===== config.mk =====
export PLATFORM = sky130hd
export DESIGN_NAME = tia_cell
export DESIGN_NICKNAME = d
export VERILOG_FILES = /design/src/sv/assert_macros.svh /design/src/sv/tia_pkg.sv /design/src/sv/tia_cell.sv
export SDC_FILE = /design/constraint.sdc
export NUM_CORES = 1
export LEC_CHECK = 0
export ABC_AREA = 0
export BUFFER_PORTS_ARGS = -buffer_cell sky130_fd_sc_hd__buf_2
export CAP_MARGIN = 10
export CORE_AREA = 2 2 206 208
export DETAILED_ROUTE_END_ITERATION = 10
export DIE_AREA = 0 0 208 210
export GPL_ROUTABILITY_DRIVEN = 0
export PLACE_DENSITY = 0.66
export SYNTH_ARGS = -nofsm -noshare
export SYNTH_HDL_FRONTEND = slang
export SYNTH_SLANG_ARGS = --single-unit

===== constraint.sdc =====
create_clock -name aclk -period 9.5 [get_ports aclk]
set_input_delay 0.95 -clock aclk [delete_from_list [all_inputs] [get_ports aclk]]
set_output_delay 0.95 -clock aclk [all_outputs]
set_load 0.01 [all_outputs]

===== src/sv/assert_macros.svh =====
// Assertion macros used by the top level of the integer ALU.
// Define ASSERT_OFF to compile the checks out.
`ifndef ASSERT_MACROS_SVH
`define ASSERT_MACROS_SVH
`ifndef ASSERT_OFF
`define ASSERT_CLK(label, clk, rstn, prop, msg) \
    label: assert property (@(posedge clk) disable iff (!rstn) prop) else $error(msg);
`define ASSERT_CLK_NR(label, clk, prop, msg) \
    label: assert property (@(posedge clk) prop) else $error(msg);
`else
`define ASSERT_CLK(label, clk, rstn, prop, msg)
`define ASSERT_CLK_NR(label, clk, prop, msg)
`endif
`endif


===== src/sv/tia_pkg.sv =====
// Package for the typed integer ALU: opcodes, kinds, payload structs,
// and the per-stage record passed along the cell chain. No dependencies.
package tia_pkg;

    localparam int unsigned DataWidth = 64;
    localparam int unsigned BitsPerCell = 1;
    localparam int unsigned NumCells = DataWidth / BitsPerCell;

    typedef enum logic [3:0] {
        OP_ADD = 4'd0, OP_SUB = 4'd1, OP_MUL = 4'd2, OP_DIV = 4'd3,
        OP_MOD = 4'd4, OP_AND = 4'd5, OP_OR = 4'd6, OP_XOR = 4'd7,
        OP_SHL = 4'd8, OP_SHR = 4'd9, OP_EQ = 4'd10, OP_NE = 4'd11,
        OP_LT = 4'd12, OP_LE = 4'd13, OP_GT = 4'd14, OP_GE = 4'd15
    } op_t;

    typedef enum logic [1:0] {
        KIND_S32 = 2'd0, KIND_U32 = 2'd1, KIND_S64 = 2'd2, KIND_U64 = 2'd3
    } kind_t;

    typedef struct packed {
        logic [3:0]  req_type;
        logic [1:0]  data_kind;
        logic [63:0] operand_a;
        logic [63:0] operand_b;
    } req_t;

    typedef struct packed {
        logic [63:0] value;
        logic        ok;
        logic        is_compare;
    } rsp_t;

    // Record carried between cells: a restoring-divide step per cell, or
    // a shift-add multiply step (rem is the accumulator, quo the multiplier
    // bits taken MSB first, divisor the multiplicand).
    // rem/quo hold partial remainder and quotient (dividend bits shift
    // out of quo as quotient bits shift in). res carries the fast result.
    typedef struct packed {
        logic        valid;
        logic        is_div;
        logic        is_mod;
        logic        is_mul;
        logic        neg_q;
        logic        neg_r;
        logic        wide;
        logic [63:0] divisor;
        logic [63:0] rem;
        logic [63:0] quo;
        rsp_t        res;
    } stage_t;

endpackage


===== src/sv/tia_cell.sv =====
// One cell of the divide/multiply chain: a single restoring-division step
// or a single shift-add multiply step on the record it receives, registered
// toward the next cell. Depends on tia_pkg.
module tia_cell (
    input  logic            aclk,
    input  logic            aresetn,
    input  logic            en,
    input  tia_pkg::stage_t in_stage,
    output tia_pkg::stage_t out_reg
);
    tia_pkg::stage_t out_next;
    logic [64:0] trial;
    logic [64:0] diff;
    logic [63:0] acc;

    always_comb begin
        out_next = in_stage;
        trial = {in_stage.rem, in_stage.quo[63]};
        diff = trial - {1'b0, in_stage.divisor};
        acc = {in_stage.rem[62:0], 1'b0} + (in_stage.quo[63] ? in_stage.divisor : 64'd0);
        if (in_stage.is_mul) begin
            out_next.rem = acc;
            out_next.quo = {in_stage.quo[62:0], 1'b0};
        end else if (!diff[64]) begin
            out_next.rem = diff[63:0];
            out_next.quo = {in_stage.quo[62:0], 1'b1};
        end else begin
            out_next.rem = trial[63:0];
            out_next.quo = {in_stage.quo[62:0], 1'b0};
        end
    end

    always_ff @(posedge aclk) begin
        if (!aresetn) begin
            out_reg.valid <= 1'b0;
        end else if (en) begin
            out_reg <= out_next;
        end
    end
endmodule

After elaboration in Yosys (flattened, before gate mapping)
Cells that the tools add are included.
Operators by class
  $add $sub $neg: 2
  $mul: 0
  divide/modulo/power cells: 0
  order comparisons: 0
  equality and inequality tests: 0
  shift-type cells: 0
  multiplexer cells: 3
  bitwise gates (word level): 0
  reductions and logical operators: 1
Operators with widths (number)
  $mux W128: 2
  $sub A65 B64 Y65: 1
  $add A64 B64 Y64: 1
  $mux W64: 1
  $reduce_and A2 Y1: 1
Storage, ports and cells
  bits in registers: 265
  bits in latches: 0
  bits in writable memories: 0
  memory bits (read-only): 0
  input port bits: 268
  output and inout bits: 265
  logic and storage cells: 20
  memories: 0

Logic depth before layout (Yosys ltp)
  depth after elaboration: 3
  mapped depth: 17
  mapped depth without buffers: 16

Worst setup path after synthesis
Ideal clock, no wire load.
  path kind: input -> register
  start point: input port en
  end point: register out_reg[0] (netlist bit), enable pin
  setup time: 657 ps
  arrival time: 6914 ps
  required time: 8843 ps
  setup slack: 1929 ps
  stages: 1
  path buffers: 0
  cells stage by stage: and2_1
On the way
  word-level cells in the longest chain between the ends: 1
RTL lines
  start, declared: RTL line tia_cell.sv:7  | input logic en,
  $reduce_and A2 Y1 (no source line)
  end signal, assigned: RTL line tia_cell.sv:37  | out_reg <= out_next;
  end, declared: RTL line tia_cell.sv:9  | output tia_pkg::stage_t out_reg
Every way passes these cells.
A chain may end at the register's enable or synchronous reset.

==> flow_summary.ini <==
[critical_path]
r2r_cells = 2
critPathLaunchType = primary input
slowest_delay_ns = 0.65
ff2ff_setup_slack_ns = 8.90
end_kind = flip-flop
required_ns = 9.81
crit_slowest_cell = buf_4
path_max_fanout = 62
reg2reg_from = out_reg[264]
r2r_end = out_reg[264]
crit_chain = buf_2, inv_2, buf_4, ha_1, fa_1, nor2b_4, o31a_1, o22ai_2, o41ai_2, or4_4, nand4_2, nand4b_1, nand3_4, buf_4, nor2_1, a211oi_1, a21oi_1
arrival_ns = 5.61
critPathKind = primary input to flip-flop
cpMostUsedCell = buf_4

[synthesis]
synth_area_per_cell_um2 = 9.919
synthesis.area_um2 = 16900
synthArstFlopShare_pct = 0
syn_nets = 2101
synth_flop_cell = edfxtp_1
synth.top_cell.area_share_pct = 46.91
synth.area.top_cells = edfxtp_1 47%, ha_1 9.4%, a21oi_1 6.0%, nor2_1 4.0%, xnor2_1 3.3%
seq_area_frac_synth_pct = 47.02
yosys.area.top_type = edfxtp_1
yosys_warnings = 0
ys_ff_latch = 265
synth_edf_count = 264
synth_cell_types = 75
synthCells = 1704

[timing]
setup_viol = 0
fin_tns_setup_ns = 0
period_minus_slack_ns = 5.301
finalCritPeriodShare_pct = 55.80
timing.final.hold_violations = 0
max_freq_mhz = 188.6
fin_skew_ns = 0
maxSlewViolCount = 0
worst_pin_slew_ns = 0.9939
maxSlewHeadroom_pct = 33.74
rsz0062_at_grt = false

[cells_and_area]
largest_reg_flops = 265
nFillCells = 3872
syn2layout_area_growth_pct = 25.23
seq_area_um2 = 7948
multiInputGateArea_um2 = 8285
final_area_um2 = 21170
drive_gt1_share_pct = 27.48
final_nets = 2601

[clock_network]
cts_tree = yes
clkSinkCount = 265
clkLatencyLatePin_ns = 0.59
root_buffer = clkbuf_16
cts.htree.levels = 1
cts-buffers-inserted = 30
ctsResizeCount = 0
clk_pin_slew_ns = 0.07
cts_max_path_buffers = 3
hold_buffers = 0
post-cts-setup-buffers = 0

[power]
peakVddDrop_mv = 0.1349
powerDensity_nw_per_um2 = 173.2
p_leak_nw = 9.287

[flow_run]
drv_cap = 0

[routing]
drtAntennaViolNets = 0
wirelength_mm = 60.43
route.vias.total = 15680
wl_per_cell_um = 21.76
drtPass1Iterations = 6
drt_iter0_drc = 1386
route.detailed.drc = 0
avgViaCountPerCell = 5.648

[floorplanning]
coreArea_um2 = 41480
initial_core_util_pct = 40.75
die_y_um = 210
die_area_um2 = 43680
rows = 75
io_pins = 533
fp.dieW_um = 208

[placement]
place_area_um2 = 20010
io_buffers = 532
dpl.hpwl_mm = 47.97

[grt]
antenna_found_initial = 17
first_global_vias = 14850
grt_usage_pct = 26.27
grt-ovfl-total = 0
grt_pass1_wl_mm = 89.19
grt_max_degree = 79

[worst_hold_path]
min_path_cells = 1
hold_path.class = primary input to flip-flop
min_from = in_stage[79]
min_to = out_reg[80]

[status]
outcome = finished clean
worst max-delay path, delay by kind of cell:
kind | cells | cell delay (ns)
AND/OR/NAND/NOR | 6 | 1.60
buffers and inverters | 4 | 1.41
AO/OA/AOI/OAI | 5 | 1.08
adder cells (fa/ha/maj) | 2 | 0.54
cells in the final DEF (no fill, tap or decap), types with 7 or more instances in the layout:
cell	synthesis	layout
clkbuf_16	0	30
o211ai_1	10	10
o21bai_1	19	19
nand2_1	144	144
edfxtp_1	264	264
nor2b_1	8	8
nor2_1	179	179
o21a_1	13	13
buf_4	1	10
a211oi_1	43	43
a21oi_1	204	204
mux2i_1	7	7
nand4_1	30	30
xnor2_1	63	63
nor4_1	7	7
ha_1	127	127
diode_2	0	11
o21ai_0	89	89
nor3_1	20	20
a21boi_0	10	10
nand3_1	22	22
and3_1	10	10
a21o_1	53	53
o21ai_1	10	10
bufinv_16	0	9
inv_1	98	98
clkinv_2	0	8
nand2b_1	16	16
xor2_1	53	53
buf_2	11	531
o31ai_1	11	11
a31oi_1	24	24
cell families (layout without fill, tap and decap cells):
group	after synthesis	in the layout	synth area share (%)
other	0	11	0
adder cells (fa/ha/maj)	129	129	9.639
buffers and inverters	172	695	4.012
AO/OA/AOI/OAI	542	542	20.10
multiplexers	8	8	0.5034
XOR/XNOR	116	116	6.011
AND/OR/NAND/NOR	472	472	12.71
flip-flops	265	265	47.02
worst max path at each step:
stage,from,slack [ns],cells after the start,end
3_3_place_gp,in_stage[129],3.77,17,out_reg[190]
6_report,in_stage[129],4.20,17,out_reg[145]
2_1_floorplan,en,1.93,1,out_reg[0]
5_1_grt,in_stage[129],3.86,17,out_reg[145]
3_5_place_dp,in_stage[129],3.61,17,out_reg[145]
4_1_cts,in_stage[129],4.21,17,out_reg[145]
Yosys cell counts, types with 3 or more instances:
library cell and number:
a221o_1 3, o2111ai_1 3, edfxtp_1 264, mux2i_1 7
clkbuf_1 59, or3_1 4, a31oi_1 24, a21boi_0 10
o221ai_1 3, o21a_1 13, o211ai_1 10, a22oi_1 4
a311oi_1 3, nand2_1 144, o31ai_1 11, nand3b_1 5
a211oi_1 43, o211a_1 4, o21bai_1 19, ha_1 127
and3_1 10, nor2_1 179, nand3_1 22, nor3_1 20
a41o_1 3, xor2_1 53, a221oi_1 4, a41oi_1 3
nor4_1 7, o21ai_0 89, a21o_1 53, buf_2 11
nor2b_1 8, inv_1 98, xnor2_1 63, nand4_1 30
o21ai_1 10, a211o_1 3, and4_1 4, nand2b_1 16
a21oi_1 204, or2_2 4, a31o_2 3, and2_1 6
power breakdown:
part | internal (W) | switching [W]
Clock | 0.000823 | 0.000504
Combinational | 0.000345 | 0.000567
Sequential | 0.00140 | 0.0000282
Total | 0.00257 | 0.00110
per-layer routing:
metal	global-route usage, %	up-vias	share of wire, %
met4	6.970	12	2.5
met5	0	-	0.14
met3	4.768	89	8.1
met1	37.25	7504	44
li1	-	7342	-
met2	41.49	737	45
layout make-up:
| type | instances | area share [%] |
|---|---|---|
| Clock inverter | 23 | 1.738 |
| Antenna cell | 11 | 0.1301 |
| Sequential cell | 265 | 37.55 |
| Clock buffer | 32 | 3.582 |
| Tap cell | 539 | 3.186 |
| Multi-Input combinational cell | 1267 | 39.15 |
| Inverter | 99 | 1.756 |
| Timing Repair Buffer | 541 | 12.91 |
stage by stage:
step                std cells  util (%)  power, W  hold WS (ns)  worst slack (ns)
finish                   2777     51.03  0.003666        0.5247             4.199
global route             2770     50.99  0.003825        0.5001             3.857
CTS                      2766     50.96  0.003686        0.5006             4.210
detailed placement       2711     48.25  0.002345        0.5292             3.609
global placement         2711     48.25  0.002335        0.5280             3.773
floorplan                1704         -  0.002031        0.5383             1.929
(Power assumes the default switching activity.)
